$ cat config.mk
export PLATFORM = sky130hd
export DESIGN_NAME = glb_ctrl
export DESIGN_NICKNAME = d
export VERILOG_FILES = /design/src/hdl/glb_pkg.sv /design/src/hdl/glb_ctrl.sv
export SDC_FILE = /design/constraint.sdc
export NUM_CORES = 1
export LEC_CHECK = 0
export BUFFER_PORTS_ARGS = -buffer_cell sky130_fd_sc_hd__buf_2
export CAP_MARGIN = 15
export CORE_MARGIN = 4
export CORE_UTILIZATION = 25
export DETAILED_ROUTE_END_ITERATION = 6
export PLACE_DENSITY = 0.58
export SYNTH_ARGS = -nofsm -noshare
export SYNTH_HDL_FRONTEND = slang
export SYNTH_SLANG_ARGS = --single-unit
$ cat constraint.sdc
create_clock -name clk -period 1.5 [get_ports clk]
set_clock_uncertainty 0.2 [all_clocks]
set_input_delay 0.075 -clock clk [delete_from_list [all_inputs] [get_ports clk]]
set_output_delay 0.075 -clock clk [all_outputs]
set_load 0.03 [all_outputs]
$ cat src/hdl/glb_pkg.sv
// Shared types and constants for the gap buffer line store.
// Depends on nothing; every other file in hdl imports it.
package glb_pkg;

	localparam int CAPACITY    = 1024;
	localparam int ENTRY_WIDTH = 32;
	localparam int DATA_W      = 32;
	localparam int ADDR_W      = $clog2(CAPACITY);
	localparam int CNT_W       = $clog2(CAPACITY + 1);

	typedef logic [CNT_W-1:0]       cnt_t;
	typedef logic [ADDR_W-1:0]      addr_t;
	typedef logic [ENTRY_WIDTH-1:0] entry_t;
	typedef logic [DATA_W-1:0]      data_t;

	typedef enum logic [1:0] {
		MODE_INSERT = 2'd0,
		MODE_DELETE = 2'd1,
		MODE_CLEAR  = 2'd2,
		MODE_READ   = 2'd3
	} mode_t;

	typedef enum logic [1:0] {
		ST_OK    = 2'd0,
		ST_FULL  = 2'd1,
		ST_RANGE = 2'd2
	} status_t;

	typedef struct packed {
		mode_t mode;
		cnt_t  position;
		cnt_t  count;
		data_t entry_value;
	} req_t;

	typedef struct packed {
		status_t status;
		cnt_t    total_lines;
		data_t   read_value;
	} rsp_t;

	// Commands from the controller to the datapath.
	typedef struct packed {
		logic capture;
		logic check;
		logic rd_load;
		logic mv_step;
		logic normalize;
		logic edit;
	} dp_cmd_t;

	// Status from the datapath to the controller.
	typedef struct packed {
		mode_t mode;
		logic  skip;
		logic  need_move;
	} dp_sts_t;

endpackage

$ cat src/hdl/glb_ctrl.sv
// Controller: sequences check, gap move, edit, read load and result transfer.
// Depends on glb_pkg; commands glb_datapath through dp_cmd_t.
module glb_ctrl import glb_pkg::*; (
	input  logic    clk,
	input  logic    arst_n,
	input  logic    req_valid,
	output logic    req_ready,
	output logic    rsp_valid,
	input  logic    rsp_ready,
	input  dp_sts_t sts,
	output dp_cmd_t cmd
);

	typedef enum logic [6:0] {
		S_IDLE   = 7'b0000001,
		S_CHECK  = 7'b0000010,
		S_RDDONE = 7'b0000100,
		S_MOVE   = 7'b0001000,
		S_DRAIN  = 7'b0010000,
		S_EDIT   = 7'b0100000,
		S_RESP   = 7'b1000000
	} state_t;

	state_t state_q;
	state_t state_d;

	assign req_ready = (state_q == S_IDLE);
	assign rsp_valid = (state_q == S_RESP);

	always_comb begin
		state_d = state_q;
		cmd     = '0;
		case (state_q)
			S_IDLE: begin
				if (req_valid) begin
					cmd.capture = 1'b1;
					state_d     = S_CHECK;
				end
			end
			S_CHECK: begin
				cmd.check = 1'b1;
				if (sts.skip)
					state_d = S_RESP;
				else if (sts.mode == MODE_READ)
					state_d = S_RDDONE;
				else if (sts.mode == MODE_CLEAR)
					state_d = S_EDIT;
				else
					state_d = S_MOVE;
			end
			S_RDDONE: begin
				cmd.rd_load = 1'b1;
				state_d     = S_RESP;
			end
			S_MOVE: begin
				if (sts.need_move)
					cmd.mv_step = 1'b1;
				else
					state_d = S_DRAIN;
			end
			S_DRAIN: begin
				cmd.normalize = 1'b1;
				state_d       = S_EDIT;
			end
			S_EDIT: begin
				cmd.edit = 1'b1;
				state_d  = S_RESP;
			end
			S_RESP: begin
				if (rsp_ready)
					state_d = S_IDLE;
			end
			default: state_d = S_IDLE;
		endcase
	end

	always_ff @(posedge clk or negedge arst_n) begin
		if (!arst_n) begin
			state_q <= S_IDLE;
		end else begin
			state_q <= state_d;
		end
	end

endmodule

# ---- Yosys cells after proc, flatten, opt, wreduce, memory -nomap -nowiden
# Index checks and enable logic that the tools add are counted.
dict set report word_totals {
  output_inout_bits 8
  n_memories 0
  mem_bits_rw 0
  latch_bits 0
  in_bits 8
  mem_bits_ro 0
  register_bits 7
}
dict set report classes {
  n_mul 0
  eq_ne 12
  magnitude_cmp 0
  reduce_logical 2
  mux 15
  add_sub_neg 0
  n_bitwise 0
  shifts 0
  div_mod_pow 0
}
# operator n
set op_table {}
lappend op_table {{one-hot mux 7 bit (6 select lines)} 1}
lappend op_table {{2-to-1 mux 7 bit} 5}
lappend op_table {{2-to-1 mux 1 bit} 8}
lappend op_table {{equality test 7 x 1 -> 1 bit, second input constant} 1}
lappend op_table {{equality test 7 x 2 -> 1 bit, second input constant} 1}
lappend op_table {{equality test 7 x 3 -> 1 bit, second input constant} 1}
lappend op_table {{equality test 7 x 4 -> 1 bit, second input constant} 1}
lappend op_table {{equality test 7 x 5 -> 1 bit, second input constant} 1}
lappend op_table {{equality test 7 x 6 -> 1 bit, second input constant} 1}
lappend op_table {{equality test 7 bit, second input constant} 1}
lappend op_table {{2-to-1 mux 6 bit} 1}
lappend op_table {{equality test 2 bit, second input constant} 2}
lappend op_table {{!= test 2 bit, second input constant} 2}
lappend op_table {{AND reduction 3 bit} 1}
lappend op_table {{!= test 2 x 1 -> 1 bit, second input constant} 1}
lappend op_table {{OR reduction 2 bit} 1}

# ---- Depth between registers and ports, before layout
# Gate-level depths: netlist of run 1.
dict set report depth {
  ltp_word 5
  mapped_depth 5
}

# ---- Least setup slack after synthesis of run 1
# OpenSTA, ideal clock, no wires.
dict set report synth_path {
  path_type {register to output}
  startpoint {reg state_q[3]}
  endpoint {out cmd[3] (netlist name)}
  arrival_ps 1687
  path_buffers 0
  path_stages_with_launch 4
  path_slack_ps -462
  path_cell_list {dfrtp_1 -> nor2_1 -> nand2_1 -> nor4b_1}
}
# item line
set synth_rtl {}
lappend synth_rtl {{start: declaration} glb_ctrl.sv:24} ;# state_t state_q;
lappend synth_rtl {{start signal: assignment} glb_ctrl.sv:81} ;# state_q <= state_d;
lappend synth_rtl {{end: declaration} glb_ctrl.sv:11} ;# output dp_cmd_t cmd

==> results of run 1 <==
cell families (layout without fill, tap and decap cells):
group                  count (synthesis)  in the layout  synth area share [%]
AND/OR/NAND/NOR                       31             31                 39.06
buffers and inverters                  6             55                 9.374
AO/OA/AOI/OAI                         10             10                 14.84
flip-flops                             7              7                 36.72
how the worst max path moves through the flow:
stage                          start  depth (start not counted)  endpoint
after floorplan           state_q[3]                          3    cmd[0]
after global placement    state_q[6]                          4    cmd[5]
after detailed placement  state_q[6]                          4    cmd[5]
after CTS                 state_q[1]                          4    cmd[2]
after global routing      state_q[1]                          4    cmd[5]
final                     state_q[1]                          4    cmd[5]
final cells by class:
cell class,instances,share of cell area (%)
Timing Repair Buffer,48,38.96
Multi-Input combinational cell,41,37.31
Sequential cell,7,17.00
Tap cell,25,2.952
Clock buffer,4,2.479
Inverter,3,1.299
metrics by stage:
step / cells / setup TNS [ns] / power [mW]
2_1_floorplan: 54 / -1.015 / 0.5761
3_3_place_gp: 102 / -0.3745 / 0.7040
3_5_place_dp: 102 / -0.5252 / 0.7108
4_1_cts: 124 / -1.834 / 1.106
5_1_grt: 128 / -2.891 / 1.315
6_report: 128 / -2.058 / 1.243
cell usage in the layout (no fill, tap or decap), drive strengths merged:
master	synthesis	layout
buf	3	41
nor2	10	10
dlygate4sd3	0	7
dfrtp	6	6
clkbuf	0	4
nor4	4	4
inv	3	3
nand2	2	2
and2	2	2
a31oi	2	2
a2111oi	2	2
nor3	2	2
nor4b	2	2
o21ai	2	2
nand2b	1	1
or2b	1	1
and3	1	1
nand3	1	1
o31ai	1	1
o2bb2ai	1	1
a21o	1	1
and4b	1	1
nor3b	1	1
nor2b	1	1
and3b	1	1
or4b	1	1
a21oi	1	1
dfstp	1	1
repair_timing:
item                                    4_1_cts  5_1_grt
cloned                                        0        0
hold endpoints to repair                     13        0
pin swaps                                     8        4
resized for setup                            35       12
setup buffers                                11        4
endpoints found under the setup margin       11       14
hold buffers                                  7        0
worst max-delay path, stage by stage, from the launching register on:
cell	delay, ns
sky130_fd_sc_hd__dfrtp_1	0.42
sky130_fd_sc_hd__nor4_4	0.35
sky130_fd_sc_hd__and3_4	0.24
sky130_fd_sc_hd__and2_4	0.13
sky130_fd_sc_hd__buf_6	0.12
power by group through the flow:
| stage | Combinational, mW | Sequential (mW) | Clock, mW |
|---|---|---|---|
| detailed placement | 0.430 | 0.280 | 0 |
| floorplan | 0.313 | 0.264 | 0 |
| global placement | 0.422 | 0.282 | 0 |
| finish | 0.778 | 0.294 | 0.172 |
| CTS | 0.650 | 0.280 | 0.176 |
| global route | 0.830 | 0.299 | 0.186 |
per-layer routing:
| layer | GRT usage (%) | up-vias | part of all wire [%] |
|---|---|---|---|
| li1 | - | 299 | - |
| met1 | 16.96 | 288 | 41 |
| met2 | 26.36 | 14 | 54 |
| met3 | 2.006 | 6 | 3.0 |
| met4 | 6.550 | 0 | 2.5 |
| met5 | 0 | - | 0 |
==> flow_summary.html, run 1 <==
<table>
<tr><th>Metric</th><th>Value</th></tr>
<tr><th colspan="2">Status</th></tr>
<tr><td>Outcome</td><td>finished with violations</td></tr>
<tr><td>Violations in the final reports</td><td>negative setup slack</td></tr>
<tr><th colspan="2">CTS</th></tr>
<tr><td># clock sinks</td><td>7</td></tr>
<tr><td>Worst skew pair latency</td><td>0.25 ns</td></tr>
<tr><td>Clock transition at the registers of the reported paths</td><td>0.06 ns</td></tr>
<tr><td>Maximum buffer depth of the clock tree</td><td>2</td></tr>
<tr><td>Number of CTS-inserted buffers</td><td>3</td></tr>
<tr><td>H-tree levels</td><td>1</td></tr>
<tr><td>TritonCTS clock tree</td><td>built</td></tr>
<tr><td>Root buffer cell</td><td>sky130_fd_sc_hd__clkbuf_4</td></tr>
<tr><th colspan="2">Hold path</th></tr>
<tr><td>Launch point of the worst hold path</td><td>rsp_ready</td></tr>
<tr><td>Number of stages on the worst hold path</td><td>4</td></tr>
<tr><td>Endpoint with the worst hold slack</td><td>state_q[6]</td></tr>
<tr><td>Type of the worst min-delay path</td><td>in2reg</td></tr>
<tr><th colspan="2">Setup path</th></tr>
<tr><td>Length in cells of the worst reg-to-reg path</td><td>6</td></tr>
<tr><td>WP data required</td><td>1.22 ns</td></tr>
<tr><td>Critical Path AT</td><td>1.51 ns</td></tr>
<tr><td>Largest driver fanout on the critical path</td><td>2</td></tr>
<tr><td>Reg2Reg Capture Point</td><td>state_q[0]</td></tr>
<tr><td>Classification of the worst setup path</td><td>reg2out</td></tr>
<tr><td>Origin of the critical flop-to-flop path</td><td>state_q[5]</td></tr>
<tr><td>Launching element type of the critical path</td><td>flip-flop</td></tr>
<tr><td>Endpoint kind of the worst setup timing path</td><td>output port</td></tr>
<tr><td>Reg-to-reg slack, setup</td><td>-0.21 ns</td></tr>
<tr><th colspan="2">Global routing</th></tr>
<tr><td>Number of antenna violations at the first check in global routing</td><td>0</td></tr>
<tr><td>Via count of the first global-routing pass</td><td>619</td></tr>
<tr><td>GRT overflow</td><td>0</td></tr>
<tr><td>Largest net degree at the start of global routing</td><td>8</td></tr>
<tr><td>Aggregate global-route resource usage</td><td>14.66%</td></tr>
<tr><td>First-pass GRT wire length</td><td>2.856 mm</td></tr>
<tr><th colspan="2">Pwr</th></tr>
<tr><td>Power density cells</td><td>1173 nW/um^2</td></tr>
<tr><td>Portion of total power attributed to combinational logic</td><td>62.6%</td></tr>
<tr><td>Part of the power in registers</td><td>23.6%</td></tr>
<tr><td>IR drop worst, VDD</td><td>around 710 uV</td></tr>
<tr><td>Switching Fraction</td><td>40.48%</td></tr>
<tr><td>Static leakage</td><td>0.4663 nW</td></tr>
<tr><td>Clock network power share</td><td>13.8%</td></tr>
<tr><td>Psw</td><td>roughly 0.50 mW</td></tr>
<tr><td>Internal power consumption</td><td>0.7400 mW</td></tr>
<tr><th colspan="2">Timing</th></tr>
<tr><td>F_max</td><td>559.8 MHz</td></tr>
<tr><td>Final-report setup violation count</td><td>14</td></tr>
<tr><td>Max-slew headroom</td><td>78.45%</td></tr>
<tr><td>Fin crit share</td><td>119.1%</td></tr>
<tr><td>Final worst setup slack</td><td>-0.2864 ns</td></tr>
<tr><td>RSZ-0062 raised after global routing</td><td>true</td></tr>
<tr><td>Final critical path time including I/O delays and setup</td><td>1.786 ns</td></tr>
<tr><td>Worst hold slack</td><td>0.08086 ns</td></tr>
<tr><td>Least-Margin Pin Slew</td><td>0.3203 ns</td></tr>
<tr><td>Number of max-slew violations in the final report</td><td>0</td></tr>
<tr><td>Final number of hold-violating endpoints</td><td>0</td></tr>
<tr><th colspan="2">Final layout</th></tr>
<tr><td>Area Growth Syn to Fin</td><td>120.6%</td></tr>
<tr><td>Number of inserted diodes</td><td>0</td></tr>
<tr><td>Count of nets after finishing</td><td>112</td></tr>
<tr><td>Finished Cell Area</td><td>~1100 sq um</td></tr>
<tr><td>Number of flip-flops under the largest register name</td><td>7</td></tr>
<tr><td>Register with the highest flop count</td><td>state_q</td></tr>
<tr><td>Final standard cell utilization of the core</td><td>59.44%</td></tr>
<tr><td>Fraction of layout instances using a drive strength above 1</td><td>68.93%</td></tr>
<tr><td>Top flop regs</td><td>state_q x7</td></tr>
<tr><td>Filler Cells Inserted</td><td>165</td></tr>
<tr><td>Footprint of the multi-input gates</td><td>395.4 sq um</td></tr>
<tr><td>Sequential standard cell area</td><td>180.2 sq um</td></tr>
<tr><th colspan="2">Placement</th></tr>
<tr><td>Number of port buffers</td><td>15</td></tr>
<tr><td>RePlAce Congestion</td><td>0.8476</td></tr>
<tr><td>DPL Wire Length</td><td>1.051 mm</td></tr>
<tr><td>Pre-CTS setup slack</td><td>-0.1093 ns</td></tr>
<tr><td>Dpl cell area</td><td>671.9 sq um</td></tr>
<tr><th colspan="2">Route</th></tr>
<tr><td>Wire per inst</td><td>~14 um</td></tr>
<tr><td>Remaining antenna violation count after routing</td><td>0</td></tr>
<tr><td>Number of design rule violations left after detail routing</td><td>0</td></tr>
<tr><td>Detailed Route Iter0 Violations</td><td>2</td></tr>
<tr><td>Via count normalized by instance count</td><td>4.742</td></tr>
<tr><td>First-pass DRT Iterations</td><td>3</td></tr>
<tr><td>Wire length reported by the detailed router</td><td>1.825 mm</td></tr>
<tr><td>Vias</td><td>roughly 610</td></tr>
<tr><th colspan="2">Synth</th></tr>
<tr><td>Number of enable-type register cells in the synthesized netlist</td><td>0</td></tr>
<tr><td>Total of warnings raised by yosys</td><td>0</td></tr>
<tr><td>Cell type with the highest aggregate area in the netlist</td><td>sky130_fd_sc_hd__dfrtp_1</td></tr>
<tr><td>Most common flop cell mapped by yosys</td><td>sky130_fd_sc_hd__dfrtp_1</td></tr>
<tr><td>Top cells by instance count after synthesis</td><td>sky130_fd_sc_hd__nor2_1 (9), sky130_fd_sc_hd__dfrtp_1 (6), sky130_fd_sc_hd__nor4_1 (4)</td></tr>
<tr><td>Mean cell area of the mapped netlist</td><td>8.897 sq um</td></tr>
<tr><td>Post-synthesis sequential element count</td><td>7</td></tr>
<tr><td>Share of the synthesized area in the top cell type</td><td>a little under a third</td></tr>
<tr><td>Top cells by area, synth</td><td>sky130_fd_sc_hd__dfrtp_1 (31%), sky130_fd_sc_hd__nor2_1 (7.0%), sky130_fd_sc_hd__buf_6 (7.0%)</td></tr>
<tr><td>Post-synthesis instance total</td><td>54</td></tr>
<tr><td>Post-synthesis async set-or-reset flop share</td><td>100.0%</td></tr>
<tr><td>Sequential share of the synthesized area</td><td>between 30% and 40%</td></tr>
<tr><td>Most frequent cell after synthesis</td><td>sky130_fd_sc_hd__nor2_1</td></tr>
<tr><td>Distinct cell type count after synthesis</td><td>29</td></tr>
<tr><td>Nets in the synthesized netlist</td><td>62</td></tr>
<tr><td>Synthesized area</td><td>approximately 480 sq um</td></tr>
<tr><th colspan="2">Floorplanning</th></tr>
<tr><td>Number of core rows</td><td>15</td></tr>
<tr><td>Die Span X</td><td>51.84 um</td></tr>
<tr><td>Initial cell density of the core</td><td>26.95%</td></tr>
<tr><td>Top Ports</td><td>16</td></tr>
<tr><td>Floorplan core area</td><td>1783 sq um</td></tr>
<tr><td>Vert. Die Dim</td><td>51.84 um</td></tr>
<tr><td>Die area</td><td>approximately 2700 sq um</td></tr>
<tr><th colspan="2">Job</th></tr>
<tr><td>Max-cap violations</td><td>0</td></tr>
</table>
Power figures use the tool's default switching activity.
==> inputs of run 2 (changes only) <==
--- a/config.mk
+++ b/config.mk
@@ -5,6 +5,7 @@
 export SDC_FILE = /design/constraint.sdc
 export NUM_CORES = 1
 export LEC_CHECK = 0
+export ABC_AREA = 1
 export BUFFER_PORTS_ARGS = -buffer_cell sky130_fd_sc_hd__buf_2
 export CAP_MARGIN = 15
 export CORE_MARGIN = 4
==> run 2 against run 1 <==
Against the previous run: the flow still finishes with violations (negative setup slack); fmax grew 8.1%; via count shrank 3.8%; critical path depth grew 1; clock power is essentially flat; routed wire length shrank 9.9%; non-clock buffer count shrank 14; first-iteration DRC count grew to 9.0 times the previous value; cell count grew 1.6%; count of clock-buffer cells in the layout is the same; sequential power grew 2%; critical endpoint unchanged; largest power group unchanged; highest routed layer is now met3.
==> flow_summary.html, run 2 <==
<table>
<tr><th>Metric</th><th>Value</th></tr>
<tr><th colspan="2">Pwr</th></tr>
<tr><td>Internal power consumption</td><td>0.7770 mW (+5.0%)</td></tr>
<tr><td>Part of the power in registers</td><td>20.9% (-2.7 points)</td></tr>
<tr><td>Power density cells</td><td>1533 nW/um^2 (+31%)</td></tr>
<tr><td>IR drop worst, VDD</td><td>648.6 uV (-8.2%)</td></tr>
<tr><td>Switching Fraction</td><td>45.63% (+5.2 points)</td></tr>
<tr><td>Static leakage</td><td>0.4392 nW (-5.8%)</td></tr>
<tr><td>Clock network power share</td><td>11.9% (-1.9 points)</td></tr>
<tr><td>Psw</td><td>0.6523 mW (+30%)</td></tr>
<tr><td>Portion of total power attributed to combinational logic</td><td>67.2% (+4.6 points)</td></tr>
<tr><th colspan="2">Timing</th></tr>
<tr><td>Worst hold slack</td><td>0.1160 ns (+0.03518 ns)</td></tr>
<tr><td>Final-report setup violation count</td><td>14 (unchanged)</td></tr>
<tr><td>Number of max-slew violations in the final report</td><td>0 (unchanged)</td></tr>
<tr><td>RSZ-0062 raised after global routing</td><td>true</td></tr>
<tr><td>Final worst setup slack</td><td>-0.1531 ns (+0.1333 ns)</td></tr>
<tr><td>Fin crit share</td><td>110.2% (-8.9 points)</td></tr>
<tr><td>Least-Margin Pin Slew</td><td>0.3123 ns (-0.008019 ns)</td></tr>
<tr><td>F_max</td><td>604.9 MHz (+8.1%)</td></tr>
<tr><td>Max-slew headroom</td><td>79.11% (+0.66 points)</td></tr>
<tr><td>Final critical path time including I/O delays and setup</td><td>1.653 ns (-0.1333 ns)</td></tr>
<tr><td>Final number of hold-violating endpoints</td><td>0 (unchanged)</td></tr>
<tr><th colspan="2">Setup path</th></tr>
<tr><td>Classification of the worst setup path</td><td>reg2out</td></tr>
<tr><td>Largest driver fanout on the critical path</td><td>3 (+1)</td></tr>
<tr><td>Reg-to-reg slack, setup</td><td>-0.08 ns (+0.13 ns)</td></tr>
<tr><td>CP cell instances</td><td>inv_2 -&gt; nor2_4 -&gt; nand2_2 -&gt; nor3_2 -&gt; buf_4</td></tr>
<tr><td>WP data required</td><td>1.22 ns (about the same)</td></tr>
<tr><td>Launching element type of the critical path</td><td>flip-flop</td></tr>
<tr><td>Critical Path AT</td><td>1.38 ns (-0.13 ns)</td></tr>
<tr><td>Standard cell with the maximum stage delay on the critical path</td><td>sky130_fd_sc_hd__dfstp_2</td></tr>
<tr><td>Endpoint kind of the worst setup timing path</td><td>output port</td></tr>
<tr><td>Slowest stage delay, CP</td><td>0.57 ns (+0.15 ns)</td></tr>
<tr><th colspan="2">Route</th></tr>
<tr><td>Wire per inst</td><td>12.65 um (-11%)</td></tr>
<tr><td>Via count normalized by instance count</td><td>4.492 (-5.3%)</td></tr>
<tr><td>Remaining antenna violation count after routing</td><td>0 (unchanged)</td></tr>
<tr><td>Detailed Route Iter0 Violations</td><td>18 (+16)</td></tr>
<tr><td>Number of design rule violations left after detail routing</td><td>0 (unchanged)</td></tr>
<tr><td>Vias</td><td>584 (-3.8%)</td></tr>
<tr><td>First-pass DRT Iterations</td><td>4 (+1)</td></tr>
<tr><td>Wire length reported by the detailed router</td><td>1.645 mm (-9.9%)</td></tr>
<tr><th colspan="2">Final layout</th></tr>
<tr><td>Area Growth Syn to Fin</td><td>90.54%</td></tr>
<tr><td>Top flop regs</td><td>state_q x7</td></tr>
<tr><td>Register with the highest flop count</td><td>state_q</td></tr>
<tr><td>Count of nets after finishing</td><td>114 (+1.8%)</td></tr>
<tr><td>Number of flip-flops under the largest register name</td><td>7 (unchanged)</td></tr>
<tr><td>Leading cell types in the layout, fill and taps excluded</td><td>sky130_fd_sc_hd__buf_4 (11), sky130_fd_sc_hd__nor2_4 (10), sky130_fd_sc_hd__inv_1 (10)</td></tr>
<tr><td>Most common library cell in the layout ignoring fill and taps</td><td>sky130_fd_sc_hd__buf_4</td></tr>
<tr><td>Fraction of layout instances using a drive strength above 1</td><td>60.95% (-8.0 points)</td></tr>
<tr><td>Number of inserted diodes</td><td>0 (unchanged)</td></tr>
<tr><th colspan="2">CTS</th></tr>
<tr><td>Maximum buffer depth of the clock tree</td><td>2 (unchanged)</td></tr>
<tr><td>H-tree levels</td><td>1 (unchanged)</td></tr>
<tr><td>Worst skew pair latency</td><td>0.25 ns (about the same)</td></tr>
<tr><td>Clock transition at the registers of the reported paths</td><td>0.05 ns (about the same)</td></tr>
<tr><td>Number of CTS-inserted buffers</td><td>3 (unchanged)</td></tr>
<tr><td>TritonCTS clock tree</td><td>built</td></tr>
<tr><td># clock sinks</td><td>7 (unchanged)</td></tr>
<tr><td>Root buffer cell</td><td>sky130_fd_sc_hd__clkbuf_4</td></tr>
<tr><th colspan="2">Global routing</th></tr>
<tr><td>First-pass GRT wire length</td><td>2.366 mm (-17%)</td></tr>
<tr><td>Number of antenna violations at the first check in global routing</td><td>0 (unchanged)</td></tr>
<tr><td>GRT overflow</td><td>0 (unchanged)</td></tr>
<tr><td>Via count of the first global-routing pass</td><td>514 (-17%)</td></tr>
<tr><td>Largest net degree at the start of global routing</td><td>8 (unchanged)</td></tr>
<tr><td>Aggregate global-route resource usage</td><td>12.15% (-2.5 points)</td></tr>
<tr><th colspan="2">Placement</th></tr>
<tr><td>DPL Wire Length</td><td>920.8 um (-12%)</td></tr>
<tr><td>Number of port buffers</td><td>15 (unchanged)</td></tr>
<tr><td>Pre-CTS setup slack</td><td>0.08595 ns (+0.1953 ns)</td></tr>
<tr><td>RePlAce Congestion</td><td>0.7902 (-6.8%)</td></tr>
<tr><th colspan="2">Floorplanning</th></tr>
<tr><td>Floorplan core area</td><td>1783 sq um (unchanged)</td></tr>
<tr><td>Initial cell density of the core</td><td>27.44% (+0.49 points)</td></tr>
<tr><td>Top Ports</td><td>16 (unchanged)</td></tr>
<tr><td>Die area</td><td>2729 sq um (+1.5%)</td></tr>
<tr><td>Die Span X</td><td>52.24 um (+0.76%)</td></tr>
<tr><td>Number of core rows</td><td>15 (unchanged)</td></tr>
<tr><td>Vert. Die Dim</td><td>52.24 um (+0.76%)</td></tr>
<tr><th colspan="2">Synth</th></tr>
<tr><td>Most common flop cell mapped by yosys</td><td>sky130_fd_sc_hd__dfrtp_1</td></tr>
<tr><td>Total of warnings raised by yosys</td><td>0 (unchanged)</td></tr>
<tr><td>Sequential share of the synthesized area</td><td>36.06% (-0.66 points)</td></tr>
<tr><td>Synthesized area</td><td>489.2 sq um (+1.8%)</td></tr>
<tr><td>Adder-Cell Fraction of Synth Area</td><td>0% (unchanged)</td></tr>
<tr><td>Main combinational cell family by area after synthesis</td><td>simple AND/OR/NAND/NOR gates</td></tr>
<tr><td>Mean cell area of the mapped netlist</td><td>7.302 sq um (-18%)</td></tr>
<tr><td>Post-synthesis sequential element count</td><td>7 (unchanged)</td></tr>
<tr><td>Cell type with the highest aggregate area in the netlist</td><td>sky130_fd_sc_hd__dfrtp_1</td></tr>
<tr><td>Top cells by instance count after synthesis</td><td>sky130_fd_sc_hd__inv_1 (14), sky130_fd_sc_hd__nor2_1 (12), sky130_fd_sc_hd__nand2_1 (8)</td></tr>
<tr><td>Synth Area in Compound Gates</td><td>8.184% (-6.7 points)</td></tr>
<tr><td>Distinct cell type count after synthesis</td><td>18 (-38%)</td></tr>
<tr><td>Simple logic cell fraction of the synthesized area</td><td>43.48% (+4.4 points)</td></tr>
<tr><td>Portion of netlist area occupied by mux cells</td><td>0% (unchanged)</td></tr>
<tr><td>Nets in the synthesized netlist</td><td>75 (+21%)</td></tr>
<tr><td>Fraction of synthesized cell area in xor and xnor cells</td><td>0% (unchanged)</td></tr>
<tr><td>Top cells by area, synth</td><td>sky130_fd_sc_hd__dfrtp_1 (31%), sky130_fd_sc_hd__inv_1 (11%), sky130_fd_sc_hd__nor2_1 (9.2%)</td></tr>
<tr><td>Share of the synthesized area in the top cell type</td><td>30.69% (-0.56 points)</td></tr>
<tr><td>Post-synthesis async set-or-reset flop share</td><td>100.0% (unchanged)</td></tr>
<tr><td>Post-synthesis instance total</td><td>67 (+24%)</td></tr>
<tr><td>Most frequent cell after synthesis</td><td>sky130_fd_sc_hd__inv_1</td></tr>
<tr><td>Number of enable-type register cells in the synthesized netlist</td><td>0 (unchanged)</td></tr>
<tr><th colspan="2">Job</th></tr>
<tr><td>Max-cap violations</td><td>0 (unchanged)</td></tr>
<tr><th colspan="2">Status</th></tr>
<tr><td>Violations in the final reports</td><td>negative setup slack</td></tr>
<tr><td>Outcome</td><td>finished with violations</td></tr>
<tr><th colspan="2">Hold path</th></tr>
<tr><td>Type of the worst min-delay path</td><td>in2async</td></tr>
</table>
==> run 2: area by class of cell <==
type	count	area (sq um)
Clock buffer	4	26.28
Fill cell	164	850.8
Inverter	16	62.56
Multi-Input combinational cell	44	344.1
Sequential cell	7	180.2
Tap cell	25	31.28
Timing Repair Buffer	34	287.8
==> run 2: power groups by stage <==
stage / clock (mW) / sequential (mW) / combinational [mW]
after global routing: 0.188 / 0.304 / 1.03
after floorplan: 0 / 0.276 / 0.418
after CTS: 0.177 / 0.286 / 0.758
after detailed placement: 0 / 0.283 / 0.528
after global placement: 0 / 0.280 / 0.526
final: 0.170 / 0.299 / 0.960
==> run 2: path summary, 6_finish.rpt <==
path                       startpoint    endpoint  depth (start not counted)
max in group asynchronous      arst_n  state_q[5]                          3
max                        state_q[0]      cmd[5]                          5
min in group clk               sts[2]  state_q[5]                          3
min                            arst_n  state_q[0]                          2
min reg2reg                state_q[5]  state_q[1]                          3
max reg2reg                state_q[0]  state_q[1]                          7
==> run 2: critical path, delay by kind of cell, from the launching register on <==
family | cells | cell delay, ns
DFF | 1 | 0.57
buffers and inverters | 2 | 0.25
and+or+nand+nor | 3 | 0.31
==> run 2: kinds of logic after synthesis <==
group           after synthesis
simple gates                 40
compound gates                4
flops                         7
buf+inv                      16
==> run 2: stage by stage <==
step                TNS (ns)  utilization, %  cell area [sq um]  power, mW  cells
floorplan           -0.02636               -              510.5     0.6942     67
CTS                  -0.5347           47.16              840.8      1.222    126
finish               -0.9477           52.28              932.1      1.429    130
global route          -1.795           52.28              932.1      1.525    130
global placement           0           34.60              616.8     0.8064    107
detailed placement         0           34.60              616.8     0.8102    107
==> run 2: routing by layer <==
metal  vias up  routed length (um)  track usage (%)
li1        285                   -                -
met1       270                 657            15.01
met2        29                 899            19.04
met3         0                  87            3.419
met4         0                   0            6.383
met5         -                   0                0
==> run 2: timing repair <==
item / CTS / global route
hold buffers: 8 / 0
setup buffers: 7 / 4
pin swaps: 3 / 5
setup endpoints to repair: 8 / 11
gates resized for setup: 20 / 21
endpoints found under the hold margin: 12 / 0
